### src/sv/assert_macros.svh
// Assertion macros shared by the green split RTL.
// Needs a clock named clk and an active-low reset named rst_n in scope.
`ifndef ASSERT_MACROS_SVH
`define ASSERT_MACROS_SVH

// Check that the antecedent implies the consequent in the same cycle.
`define ASSERT_IMPLY(label, ante, cons, msg) \
  label: assert property (@(posedge clk) disable iff (!rst_n) (ante) |-> (cons)) \
    else $error(msg);

// Check that the antecedent implies the consequent in the following cycle.
`define ASSERT_NEXT(label, ante, cons, msg) \
  label: assert property (@(posedge clk) disable iff (!rst_n) (ante) |=> (cons)) \
    else $error(msg);

`endif

### src/sv/ags_pkg.sv
// Types and constants for the adaptive green split block.
// No dependencies; imported by the top level.
package ags_pkg;

  // Lane codes, also the green direction encoding
  typedef enum logic [1:0] {
    LANE_N = 2'd0,
    LANE_S = 2'd1,
    LANE_E = 2'd2,
    LANE_W = 2'd3
  } lane_t;

  // Configuration register indexes
  typedef enum logic {
    CFG_CYCLE_SECONDS = 1'b0,
    CFG_SERVICE_RATE  = 1'b1
  } cfg_idx_t;

  // Sequencer states
  typedef enum logic [3:0] {
    S_IDLE,
    S_EVEN,
    S_MUL_GO,
    S_MUL_WAIT,
    S_DIV_GO,
    S_DIV_WAIT,
    S_ADJ,
    S_DIR,
    S_SRV_GO,
    S_SRV_WAIT,
    S_DONE
  } ags_state_t;

  localparam int NUM_LANES   = 4;
  localparam int CYCLE_RESET = 30;

endpackage

### src/sv/ags_ser_mul.sv
// Bit-serial shift-add multiplier: one multiplier bit per cycle.
// Standalone; used by the green split top level for q*T and rate*g.
module ags_ser_mul #(
  parameter int A_BITS = 10,
  parameter int B_BITS = 8
) (
  input  logic                     clk,
  input  logic                     rst_n,
  input  logic                     start,
  input  logic [A_BITS-1:0]        a,
  input  logic [B_BITS-1:0]        b,
  output logic                     done,
  output logic [A_BITS+B_BITS-1:0] prod
);

  localparam int PROD_BITS = A_BITS + B_BITS;
  localparam int CNT_BITS  = $clog2(B_BITS + 1);

  logic [PROD_BITS-1:0] mcand_r;
  logic [PROD_BITS-1:0] acc_r;
  logic [B_BITS-1:0]    mplier_r;
  logic [CNT_BITS-1:0]  cnt_r;
  logic                 busy_r;
  logic                 done_r;

  // Control: count down one step per multiplier bit
  always_ff @(posedge clk) begin
    if (!rst_n) begin
      busy_r <= 1'b0;
      done_r <= 1'b0;
      cnt_r  <= '0;
    end else begin
      done_r <= 1'b0;
      if (start) begin
        busy_r <= 1'b1;
        cnt_r  <= CNT_BITS'(B_BITS);
      end else if (busy_r) begin
        cnt_r <= cnt_r - CNT_BITS'(1);
        if (cnt_r == CNT_BITS'(1)) begin
          busy_r <= 1'b0;
          done_r <= 1'b1;
        end
      end
    end
  end

  // Datapath: add shifted multiplicand when the low multiplier bit is set
  always_ff @(posedge clk) begin
    if (start) begin
      mcand_r  <= PROD_BITS'(a);
      mplier_r <= b;
      acc_r    <= '0;
    end else if (busy_r) begin
      if (mplier_r[0]) begin
        acc_r <= acc_r + mcand_r;
      end
      mcand_r  <= mcand_r << 1;
      mplier_r <= mplier_r >> 1;
    end
  end

  assign done = done_r;
  assign prod = acc_r;

endmodule

### src/sv/ags_ser_div.sv
// Restoring divider: one quotient bit per cycle, MSB first.
// Standalone; the caller guarantees the quotient fits in QUO_BITS.
module ags_ser_div #(
  parameter int NUM_BITS = 20,
  parameter int DEN_BITS = 13,
  parameter int QUO_BITS = 8
) (
  input  logic                clk,
  input  logic                rst_n,
  input  logic                start,
  input  logic [NUM_BITS-1:0] num,
  input  logic [DEN_BITS-1:0] den,
  output logic                done,
  output logic [QUO_BITS-1:0] quot
);

  localparam int CNT_BITS = $clog2(QUO_BITS + 1);

  logic [DEN_BITS-1:0] rem_r;
  logic [DEN_BITS-1:0] den_r;
  logic [QUO_BITS-1:0] low_r;
  logic [QUO_BITS-1:0] quot_r;
  logic [CNT_BITS-1:0] cnt_r;
  logic                busy_r;
  logic                done_r;

  logic [NUM_BITS-1:0] num_hi;
  logic [DEN_BITS:0]   trial;
  logic [DEN_BITS:0]   diff;
  logic                fits;

  // Trial subtract of the divisor from the shifted partial remainder
  always_comb begin
    num_hi = num >> QUO_BITS;
    trial  = {rem_r, low_r[QUO_BITS-1]};
    diff   = trial - {1'b0, den_r};
    fits   = (trial >= {1'b0, den_r});
  end

  // Control: one step per quotient bit
  always_ff @(posedge clk) begin
    if (!rst_n) begin
      busy_r <= 1'b0;
      done_r <= 1'b0;
      cnt_r  <= '0;
    end else begin
      done_r <= 1'b0;
      if (start) begin
        busy_r <= 1'b1;
        cnt_r  <= CNT_BITS'(QUO_BITS);
      end else if (busy_r) begin
        cnt_r <= cnt_r - CNT_BITS'(1);
        if (cnt_r == CNT_BITS'(1)) begin
          busy_r <= 1'b0;
          done_r <= 1'b1;
        end
      end
    end
  end

  // Datapath: shift in numerator bits, keep or restore the remainder
  always_ff @(posedge clk) begin
    if (start) begin
      rem_r  <= num_hi[DEN_BITS-1:0];
      low_r  <= num[QUO_BITS-1:0];
      den_r  <= den;
      quot_r <= '0;
    end else if (busy_r) begin
      rem_r  <= fits ? diff[DEN_BITS-1:0] : trial[DEN_BITS-1:0];
      low_r  <= low_r << 1;
      quot_r <= {quot_r[QUO_BITS-2:0], fits};
    end
  end

  assign done = done_r;
  assign quot = quot_r;

endmodule

### src/sv/adaptive_signal_green_split_unit.sv
// One serial multiplier and one serial divider, each CYCLE_BITS steps, are shared over the
// four lanes; all-empty queues skip the multiply-divide split and take an even split.
// One item at a time; the next input beat is taken while a result waits on the output.
// Reset (synchronous, active low) clears control and loads cycle 30 s, service rate 0.5.
`include "assert_macros.svh"

module adaptive_signal_green_split_unit
  import ags_pkg::*;
#(
  parameter int QUEUE_BITS     = 10,
  parameter int CYCLE_BITS     = 8,
  parameter int RATE_FRAC_BITS = 8,
  localparam int RATE_BITS     = RATE_FRAC_BITS + 2,
  localparam int SERVED_BITS   = QUEUE_BITS + 2,
  localparam int CFG_BITS      = (CYCLE_BITS > RATE_BITS) ? CYCLE_BITS : RATE_BITS
) (
  input  logic                   clk,
  input  logic                   rst_n,
  // configuration write port
  input  logic                   cfg_we,
  input  logic                   cfg_index,
  input  logic [CFG_BITS-1:0]    cfg_wdata,
  // input channel
  input  logic                   in_valid,
  output logic                   in_ready,
  input  logic [QUEUE_BITS-1:0]  in_queue_north,
  input  logic [QUEUE_BITS-1:0]  in_queue_south,
  input  logic [QUEUE_BITS-1:0]  in_queue_east,
  input  logic [QUEUE_BITS-1:0]  in_queue_west,
  input  logic [3:0]             in_override_mask,
  // result channel
  output logic                   out_valid,
  input  logic                   out_ready,
  output logic [CYCLE_BITS-1:0]  out_green_north,
  output logic [CYCLE_BITS-1:0]  out_green_south,
  output logic [CYCLE_BITS-1:0]  out_green_east,
  output logic [CYCLE_BITS-1:0]  out_green_west,
  output logic [1:0]             out_green_direction,
  output logic [QUEUE_BITS-1:0]  out_left_north,
  output logic [QUEUE_BITS-1:0]  out_left_south,
  output logic [QUEUE_BITS-1:0]  out_left_east,
  output logic [QUEUE_BITS-1:0]  out_left_west,
  output logic [SERVED_BITS-1:0] out_served_count
);

  localparam int MUL_A_BITS = (QUEUE_BITS > RATE_BITS) ? QUEUE_BITS : RATE_BITS;
  localparam int PROD_BITS  = MUL_A_BITS + CYCLE_BITS;
  localparam int TOTAL_BITS = QUEUE_BITS + 2;
  localparam int NUM_BITS   = PROD_BITS + 2;
  localparam int DEN_BITS   = TOTAL_BITS + 1;
  localparam int SUM_BITS   = CYCLE_BITS + 2;

  // Configuration registers
  logic [CYCLE_BITS-1:0] cycle_r;
  logic [RATE_BITS-1:0]  rate_r;

  // Sequencer and working registers
  ags_state_t            state_r, state_nxt;
  logic [1:0]            idx_r, idx_nxt;
  logic [QUEUE_BITS-1:0] q_r [NUM_LANES];
  logic [3:0]            mask_r;
  logic [TOTAL_BITS-1:0] total_r;
  logic [CYCLE_BITS-1:0] g_r [NUM_LANES];
  logic [CYCLE_BITS-1:0] g_nxt [NUM_LANES];
  logic [QUEUE_BITS-1:0] left_r [NUM_LANES];
  logic [QUEUE_BITS-1:0] left_nxt [NUM_LANES];
  logic [SERVED_BITS-1:0] served_r, served_nxt;
  lane_t                 dir_r, dir_nxt;

  // Output registers
  logic                   out_valid_r, out_valid_nxt;
  logic                   out_load;
  logic [CYCLE_BITS-1:0]  out_g_r [NUM_LANES];
  logic [QUEUE_BITS-1:0]  out_left_r [NUM_LANES];
  logic [1:0]             out_dir_r;
  logic [SERVED_BITS-1:0] out_served_r;

  // Shared arithmetic units
  logic                  mul_start, mul_done;
  logic [MUL_A_BITS-1:0] mul_a;
  logic [CYCLE_BITS-1:0] mul_b;
  logic [PROD_BITS-1:0]  mul_prod;
  logic                  div_start, div_done;
  logic [NUM_BITS-1:0]   div_num;
  logic [DEN_BITS-1:0]   div_den;
  logic [CYCLE_BITS-1:0] div_quot;

  // Combinational helpers
  logic                  in_accept;
  logic [TOTAL_BITS-1:0] in_total;
  logic [SUM_BITS-1:0]   gsum;
  logic [SUM_BITS-1:0]   t_ext;
  logic                  trim_found;
  logic [1:0]            trim_pick;
  logic [QUEUE_BITS-1:0] trim_best;
  logic [1:0]            top_pick;
  logic [1:0]            gmax_pick;
  logic [PROD_BITS-1:0]  can;
  logic [QUEUE_BITS-1:0] served_lane;
  logic                  all_min;

  ags_ser_mul #(
    .A_BITS (MUL_A_BITS),
    .B_BITS (CYCLE_BITS)
  ) u_mul (
    .clk   (clk),
    .rst_n (rst_n),
    .start (mul_start),
    .a     (mul_a),
    .b     (mul_b),
    .done  (mul_done),
    .prod  (mul_prod)
  );

  ags_ser_div #(
    .NUM_BITS (NUM_BITS),
    .DEN_BITS (DEN_BITS),
    .QUO_BITS (CYCLE_BITS)
  ) u_div (
    .clk   (clk),
    .rst_n (rst_n),
    .start (div_start),
    .num   (div_num),
    .den   (div_den),
    .done  (div_done),
    .quot  (div_quot)
  );

  // Operand select: queue times cycle during the split, rate times green in service
  assign mul_a   = (state_r == S_MUL_GO) ? MUL_A_BITS'(q_r[idx_r]) : MUL_A_BITS'(rate_r);
  assign mul_b   = (state_r == S_MUL_GO) ? cycle_r : g_r[idx_r];
  assign div_num = NUM_BITS'({mul_prod, 1'b0}) + NUM_BITS'(total_r);
  assign div_den = {total_r, 1'b0};

  assign in_ready  = (state_r == S_IDLE);
  assign in_accept = in_valid && in_ready;
  assign in_total  = TOTAL_BITS'(in_queue_north) + TOTAL_BITS'(in_queue_south)
                   + TOTAL_BITS'(in_queue_east) + TOTAL_BITS'(in_queue_west);

  // Sum of green seconds and the cycle length at the same width
  always_comb begin
    gsum  = SUM_BITS'(g_r[0]) + SUM_BITS'(g_r[1]) + SUM_BITS'(g_r[2]) + SUM_BITS'(g_r[3]);
    t_ext = SUM_BITS'(cycle_r);
    all_min = 1'b1;
    for (int i = 0; i < NUM_LANES; i++) begin
      if (g_r[i] != CYCLE_BITS'(1)) all_min = 1'b0;
    end
  end

  // Trim lane: smallest queue among lanes above one second, lowest index on ties
  always_comb begin
    trim_found = 1'b0;
    trim_pick  = 2'd0;
    trim_best  = '0;
    for (int i = 0; i < NUM_LANES; i++) begin
      if (g_r[i] > CYCLE_BITS'(1) && (!trim_found || q_r[i] < trim_best)) begin
        trim_found = 1'b1;
        trim_pick  = 2'(i);
        trim_best  = q_r[i];
      end
    end
  end

  // Top-up lane (largest queue) and main lane (most green), lowest index on ties
  always_comb begin
    top_pick  = 2'd0;
    gmax_pick = 2'd0;
    for (int i = 1; i < NUM_LANES; i++) begin
      if (q_r[i] > q_r[top_pick]) top_pick = 2'(i);
      if (g_r[i] > g_r[gmax_pick]) gmax_pick = 2'(i);
    end
  end

  // Service of the current lane: capacity limited by the queue
  always_comb begin
    can = mul_prod >> RATE_FRAC_BITS;
    served_lane = (can < PROD_BITS'(q_r[idx_r])) ? can[QUEUE_BITS-1:0] : q_r[idx_r];
  end

  // Next state and datapath updates
  always_comb begin
    state_nxt  = state_r;
    idx_nxt    = idx_r;
    dir_nxt    = dir_r;
    served_nxt = served_r;
    g_nxt      = g_r;
    left_nxt   = left_r;
    mul_start  = 1'b0;
    div_start  = 1'b0;
    out_load   = 1'b0;
    out_valid_nxt = out_valid_r && !out_ready;

    case (state_r)
      S_IDLE: begin
        idx_nxt = 2'd0;
        if (in_valid) begin
          state_nxt = (in_total == '0) ? S_EVEN : S_MUL_GO;
        end
      end
      // all queues empty: even split, remainder to north
      S_EVEN: begin
        for (int i = 0; i < NUM_LANES; i++) g_nxt[i] = cycle_r >> 2;
        g_nxt[LANE_N] = (cycle_r >> 2) + CYCLE_BITS'(cycle_r[1:0]);
        state_nxt = S_DIR;
      end
      S_MUL_GO: begin
        mul_start = 1'b1;
        state_nxt = S_MUL_WAIT;
      end
      S_MUL_WAIT: begin
        if (mul_done) state_nxt = S_DIV_GO;
      end
      S_DIV_GO: begin
        div_start = 1'b1;
        state_nxt = S_DIV_WAIT;
      end
      // store rounded share, at least one second
      S_DIV_WAIT: begin
        if (div_done) begin
          g_nxt[idx_r] = (div_quot == '0) ? CYCLE_BITS'(1) : div_quot;
          if (idx_r == LANE_W) begin
            idx_nxt   = 2'd0;
            state_nxt = S_ADJ;
          end else begin
            idx_nxt   = idx_r + 2'd1;
            state_nxt = S_MUL_GO;
          end
        end
      end
      // trim or top up one second per cycle until the sum fits or no lane can be trimmed
      S_ADJ: begin
        if (gsum > t_ext) begin
          if (trim_found) begin
            g_nxt[trim_pick] = g_r[trim_pick] - CYCLE_BITS'(1);
          end else begin
            state_nxt = S_DIR;
          end
        end else if (gsum < t_ext) begin
          g_nxt[top_pick] = g_r[top_pick] + CYCLE_BITS'(1);
        end else begin
          state_nxt = S_DIR;
        end
      end
      // override takes the whole cycle, else the lane with most green
      S_DIR: begin
        if (mask_r != 4'd0) begin
          if (mask_r[0])      dir_nxt = LANE_N;
          else if (mask_r[1]) dir_nxt = LANE_S;
          else if (mask_r[2]) dir_nxt = LANE_E;
          else                dir_nxt = LANE_W;
          for (int i = 0; i < NUM_LANES; i++) g_nxt[i] = '0;
          g_nxt[dir_nxt] = cycle_r;
        end else begin
          dir_nxt = lane_t'(gmax_pick);
        end
        idx_nxt    = 2'd0;
        served_nxt = '0;
        state_nxt  = S_SRV_GO;
      end
      S_SRV_GO: begin
        mul_start = 1'b1;
        state_nxt = S_SRV_WAIT;
      end
      S_SRV_WAIT: begin
        if (mul_done) begin
          left_nxt[idx_r] = q_r[idx_r] - served_lane;
          served_nxt      = served_r + SERVED_BITS'(served_lane);
          if (idx_r == LANE_W) begin
            state_nxt = S_DONE;
          end else begin
            idx_nxt   = idx_r + 2'd1;
            state_nxt = S_SRV_GO;
          end
        end
      end
      // hand the result to the output register once it is free
      S_DONE: begin
        if (!out_valid_r || out_ready) begin
          out_load      = 1'b1;
          out_valid_nxt = 1'b1;
          state_nxt     = S_IDLE;
        end
      end
      default: begin
        state_nxt = S_IDLE;
      end
    endcase
  end

  // Control registers and configuration
  always_ff @(posedge clk) begin
    if (!rst_n) begin
      state_r     <= S_IDLE;
      out_valid_r <= 1'b0;
      cycle_r     <= CYCLE_BITS'(CYCLE_RESET);
      rate_r      <= RATE_BITS'(1) << (RATE_FRAC_BITS - 1);
    end else begin
      state_r     <= state_nxt;
      out_valid_r <= out_valid_nxt;
      if (cfg_we) begin
        case (cfg_idx_t'(cfg_index))
          CFG_CYCLE_SECONDS: cycle_r <= cfg_wdata[CYCLE_BITS-1:0];
          CFG_SERVICE_RATE:  rate_r  <= cfg_wdata[RATE_BITS-1:0];
          default: ;
        endcase
      end
    end
  end

  // Payload registers
  always_ff @(posedge clk) begin
    idx_r    <= idx_nxt;
    dir_r    <= dir_nxt;
    served_r <= served_nxt;
    g_r      <= g_nxt;
    left_r   <= left_nxt;
    if (in_accept) begin
      q_r[LANE_N] <= in_queue_north;
      q_r[LANE_S] <= in_queue_south;
      q_r[LANE_E] <= in_queue_east;
      q_r[LANE_W] <= in_queue_west;
      mask_r      <= in_override_mask;
      total_r     <= in_total;
    end
    if (out_load) begin
      out_g_r      <= g_r;
      out_left_r   <= left_r;
      out_dir_r    <= dir_r;
      out_served_r <= served_r;
    end
  end

  assign out_valid           = out_valid_r;
  assign out_green_north     = out_g_r[LANE_N];
  assign out_green_south     = out_g_r[LANE_S];
  assign out_green_east      = out_g_r[LANE_E];
  assign out_green_west      = out_g_r[LANE_W];
  assign out_green_direction = out_dir_r;
  assign out_left_north      = out_left_r[LANE_N];
  assign out_left_south      = out_left_r[LANE_S];
  assign out_left_east       = out_left_r[LANE_E];
  assign out_left_west       = out_left_r[LANE_W];
  assign out_served_count    = out_served_r;

  // Every lane keeps its one-second minimum while the split is adjusted
  `ASSERT_IMPLY(a_adj_min_one, state_r == S_ADJ,
    (g_r[0] != '0) && (g_r[1] != '0) && (g_r[2] != '0) && (g_r[3] != '0),
    "lane below one second during adjustment")
  // A rounded share never exceeds the cycle
  `ASSERT_IMPLY(a_div_share, div_done, div_quot <= cycle_r,
    "rounded share exceeds cycle length")
  // Adjustment ends only on an exact fit or with every lane at its minimum
  `ASSERT_IMPLY(a_adj_exit, (state_r == S_ADJ) && (state_nxt == S_DIR),
    (gsum == t_ext) || ((gsum > t_ext) && all_min),
    "adjustment left with a wrong sum")
  // A finished item reaches the output register and frees the input side
  `ASSERT_NEXT(a_done_hand, (state_r == S_DONE) && (!out_valid_r || out_ready),
    out_valid_r && (state_r == S_IDLE),
    "finished result not handed over")

endmodule
### config.mk
export PLATFORM = sky130hd
export DESIGN_NAME = adaptive_signal_green_split_unit
export DESIGN_NICKNAME = d
export VERILOG_FILES = /design/src/sv/ags_pkg.sv /design/src/sv/ags_ser_mul.sv /design/src/sv/ags_ser_div.sv /design/src/sv/adaptive_signal_green_split_unit.sv
export VERILOG_INCLUDE_DIRS = /design/src /design/src/sv
export SDC_FILE = /design/constraint.sdc
export NUM_CORES = 1
export LEC_CHECK = 0
export BUFFER_PORTS_ARGS = -buffer_cell sky130_fd_sc_hd__buf_4
export CAP_MARGIN = 30
export CORE_ASPECT_RATIO = 1.4
export CORE_MARGIN = 2
export CORE_UTILIZATION = 25
export CTS_BUF_LIST = sky130_fd_sc_hd__clkbuf_8
export CTS_CLUSTER_DIAMETER = 40
export DETAILED_ROUTE_END_ITERATION = 6
export PLACE_DENSITY = 0.44
export SLEW_MARGIN = 40
export SYNTH_ARGS = -nofsm -noshare
export SYNTH_HDL_FRONTEND = slang
export SYNTH_SLANG_ARGS = --single-unit
export TNS_END_PERCENT = 5
### constraint.sdc
create_clock -name clk -period 10.4 [get_ports clk]
set_input_delay 1.04 -clock clk [delete_from_list [all_inputs] [get_ports clk]]
set_output_delay 1.04 -clock clk [all_outputs]
set_load 0.02 [all_outputs]
; ---- Yosys cells after proc, flatten, opt, wreduce, memory -nomap -nowiden
; Memory sizes are Yosys's and may differ from the RTL's. A register that Yosys moved wholly into a read port is not among the register bits.
; Index checks and enable logic that the tools add are counted.
[classes]
n_addsub = 17
order_cmp = 27
n_eq_ne = 24
muxes = 110
bitwise_logic = 11
reduce_logical = 41
[ops]
columns = op, count
row1 = $mux W32, 5
row2 = $mux W8, 20
row3 = $pmux W32 S4, 1
row4 = $bwmux W32, 3
row5 = $bmux W8 S2, 5
row6 = $mux W10, 8
row7 = $demux W8 S2, 4
row8 = $mux W4, 12
row9 = $pmux W4 S11, 1
row10 = $bwmux W40, 1
row11 = $lt A10 B10 Y1, 4
row12 = $mux W12, 3
row13 = $mux W2, 18
row14 = $and A32 B32 Y32, 1
row15 = $gt A8 B1 Y1 const B, 4
row16 = $gt A10 B10 Y1, 3
row17 = $add A12 B10 Y12, 2
row18 = $gt A8 B8 Y1, 3
row19 = $mux W1, 24
row20 = $pmux W12 S2, 1
row21 = $add A19 B12 Y20, 1
row22 = $demux W10 S2, 1
row23 = $add A18 B18 Y18, 1
row24 = $ge A3 B3 Y1 const B, 6
row25 = other kinds (44), 98
[word_totals]
regBits = 310
ramBits = 40
in_bits = 60
wordCells = 275
mem_count = 1
[mem_list]
columns = name, depth, word_bits, rd, rd_ports_with_merged_regs, write_ports, line
row1 = q_r, 4, 10, 7, 1, 4, adaptive_signal_green_split_unit.sv:60  ; logic [QUEUE_BITS-1:0] q_r [NUM_LANES];

; ---- Longest topological paths before layout
[depth]
ltp_word = 23
ltp_mapped = 42

; ---- Modules after synthesis
; A second synthesis with hierarchy kept.
[hier_totals]
cells_unflattened = 2278
hier_area_um2 = 23647.7
[by_module_without_submodules]
columns = mod, instances, cells_each, area_per_inst_um2, seq_area_each_um2
row1 = adaptive_signal_green_split_unit, 1, 1769, 18317.6, 7407.1
row2 = ags_ser_mul, 1, 285, 2829.0, 1181.1
row3 = ags_ser_div, 1, 224, 2501.1, 1291.2

; ---- Worst setup path before layout
; Ideal clock, no wire load.
[synth_timing]
path_type = flip-flop to flip-flop
startpoint = register g_r[28] (netlist name)
endpoint = register g_r[30] (netlist name), data pin
t_arrival_ns = 8.053
setup_slack_ns = 2.086
stages_incl_launch_ff = 43
period_less_slack_ns = 8.314
cell_sequence = edfxtp_1 buf_6 nor4_4 nand2_2 buf_2 nand2_1 ha_1 a221o_1 a31oi_1 o211ai_2 nand2_1 clkbuf_1 clkbuf_1 clkbuf_1 nor2_1 a21oi_1 ha_1 and4_1 (+7 left out) nor2_1 a21oi_1 ha_1 a21o_1 a21o_1 a21oi_1 o211ai_1 and2_4 a311oi_4 nand2_4 buf_6 nor2_1 a21oi_1 ha_1 o211a_1 a21boi_2 nor2_1 a221o_1
[synth_lines]
columns = element, line
row1 = from (decl), adaptive_signal_green_split_unit.sv:63  ; logic [CYCLE_BITS-1:0] g_r [NUM_LANES];
row2 = from (signal assigned), adaptive_signal_green_split_unit.sv:315  ; g_r <= g_nxt;

==> metrics.md <==
| Metric | Value |
|---|---|
| Dpl ws | about 1.5 ns |
| Drt wl/cell | 23.0 um |
| Vias in the first global route | 18.1k |
| CP Data Arrival Time | around 9.3 ns |
| Gr ovfl total | 0 |
| Synth Area in Compound Gates | 15.5% |
| Final setup vio count | 0 |
| Via count of the routed design | around 18k |
| Critical Path End Type | flip-flop |
| Max Buffers Root-to-Sink | 3 |
| Starting Density | between 20 and 30% |
| Max stage delay cell, worst path | edfxtp_1 |
| Synth area leader | edfxtp_1 |
| Syn Area/Cell | 10.5 um^2 |
| Detailed router's first-iteration violation count | between 1k and 1.5k |
| Skew-Pair Late Insertion Delay | between 0.6 and 0.7 ns |
| Critical Path Source Type | flip-flop |
| Mapped Nets | 2,458 |
| Max transition margin | around 45% |
| Via-to-Cell Ratio | 4.99 |
| Die Wd | between 200 and 300 um |
| Synth Area in Adders | between 10 and 15% |
| Fin. Hold Viols | 0 |
| Commonest non-fill, non-tap cell in the layout | edfxtp_1 |
| Synth Flop Type | edfxtp_1 |
| RSZ-0062 raised after global routing | false |
| Critical path class | reg2reg |
| Fin area | between 20,000 and 30,000 um^2 |
| F_max | 0.112 GHz |
| Routed Antenna Nets | 0 |
| CTS root buffer | clkbuf_8 |
| # hold bufs at CTS | 0 |
| Sequential-to-total area share from yosys stat | 43.5% |
| Post-layout util | between 20% and 30% |
| Setup_tns | 0 ns |
| Largest net degree at the start of global routing | 57 |
| Synth top area share | between 30 and 40% |
| Netlist cell types | around 110 |
| Period utilisation layout | 85.7% |
| Inserted Clock Buffers | 69 |
| Req. time, crit path | 10.83 ns |
| Yosys reg bits | 352 |
| CTS tree | yes |
| Share of cells above drive strength 1 | between 15 and 20% |
| Main combinational cell family by area after synthesis | compound AO/OA/AOI/OAI gates |
| Post-Synth XOR/XNOR Area | 3.16% |
| Synth Area in Simple Gates | between 10% and 20% |
| Initial antenna violation count | 3 |
| Warnings from Yosys | 0 |
| Worst Tran Pin Value | 0.818 ns |
| Port buffer count | ~150 |
| Slew Viols, Final | 0 |
| # rows | 130 |
| CTS clk-pin slew, worst paths | approximately 0.060 ns |
| I/O pin cnt | roughly 150 |
| Drt first pass iters | 6 |
| Multiplexer share of the synthesized area | approximately 6.6% |
| Post-CTS setup buffer count | 0 |
| Global-route wire length before repair | around 120,000 um |
| Clk sinks | 352 |
| DRC Markers | 0 |
| Setup ws final | around 1.5 ns |
| Min Tclk post-route | about 9 ns |
| Synthesized cell area | 22,700 um^2 |
| H-tree depth | 3 |
| Max_cap viols | 0 |
| Post_cts resized | 0 |
| Area grow syn2layout | 18.1% |
| Die area | just over 90,000 um^2 |
| Post-Route WL | just over 80,000 um |
| Nets@finish | 2,639 |
| Die Y | between 300 and 400 um |
| Status | finished, final reports clean |
| Post-synth EDFFs | 280 |
| Critical path peak fanout | 30 |
| Area of the core | approximately 90,000 um^2 |
| Final estimated routing congestion in global placement | roughly 0.91 |
| Placed Area | 25,300 um^2 |
| Commonest cells after routing, fill and taps aside | edfxtp_1, nand2_1, buf_4 |
| Final Skew | approximately 0.030 ns |
| Worst min-delay path class | reg2reg |
| Max incr delay on CP | 0.69 ns |
| Overall global routing resource usage | between 15 and 20% |
| Gate Count Post-Synth | roughly 2.2k |
| DP Wirelength | around 64,000 um |
| FFs w/ async S/R, synth | 0% |
| Synth area leaders | edfxtp_1, ha_1, dfxtp_1, fa_1, mux2i_1 |
## cell type report
type | count | area (um^2)
Antenna cell | 3 | 7.51
Clock buffer | 74 | 1020
Clock inverter | 51 | 450
Fill cell | 9316 | 63000
Inverter | 128 | 480
Multi-Input combinational cell | 1604 | 12000
Sequential cell | 352 | 9850
Tap cell | 1188 | 1490
Timing Repair Buffer | 193 | 1450
## registers in the layout, indices dropped and copies added (netlist names), 8 cells and up, named ones only
name / cells
u_div.quot: 8
rate_r: 10
total_r: 12
out_left_west: 10
out_served_count: 12
u_mul.mcand_r: 18
out_left_south: 10
out_green_west: 8
g_r: 32
q_r: 40
u_mul.prod: 18
out_left_east: 10
out_left_north: 10
out_green_south: 8
u_div.den_r: 12
cycle_r: 8
out_green_north: 8
u_mul.mplier_r: 8
out_green_east: 8
u_div.rem_r: 13
left_r: 40
u_div.low_r: 8
served_r: 12
## final timing paths
| check | startpoint | end | slack, ns | cells past startpoint |
|---|---|---|---|---|
| max | g_r[27] | g_r[26] | 1.48 | 31 |
| min | left_r[24] | out_left_south[4] | 0.41 | 0 |
| max reg2reg | g_r[27] | g_r[26] | 1.48 | 31 |
| min reg2reg | left_r[24] | out_left_south[4] | 0.41 | 0 |
## routing by layer
metal	up-vias	part of all wire (%)	GRT usage (%)	wire length [um]
met5	-	0	0	0
met4	0	5.4	9.14	4500
met1	8722	40	20.3	32800
li1	8399	-	-	-
met2	588	50	31.1	41300
met3	215	4.9	2.82	4070
## Yosys cell counts (all sizes together) (25+ instances only)
library cell and n:
xor2 34, a211oi 27, ha 189, nand3 38
dfxtp 72, clkbuf 61, nand2 200, a21oi 163
a21o 34, nor3 35, nor2b 30, nand2b 25
xnor2 47, fa 42, mux2i 82, edfxtp 280
nor2 184, inv 127, o21ai 146
## logic make-up after synthesis
kind of cell    after synthesis
simple gates                629
compound gates              541
flops                       352
fa+ha+maj                   231
buf+inv                     211
mux                         122
xor+xnor                     81
## critical path: cells and delay by family, from the launching register on
| kind | cells | cell delay (ns) |
|---|---|---|
| adder cells (fa/ha/maj) | 4 | 1.10 |
| AO/OA/AOI/OAI | 14 | 3.57 |
| XOR/XNOR | 1 | 0.41 |
| flip-flops | 1 | 0.69 |
| AND/OR/NAND/NOR | 12 | 2.89 |
## per-stage QoR
stage               cells  hold WS [ns]
floorplan            2167         0.400
global placement     3465         0.406
detailed placement   3465         0.405
CTS                  3590         0.407
global route         3592         0.416
finish               3593         0.408
Power is not shown: default switching activity piles up to over one toggle a cycle in this logic, so the estimate is an artifact.
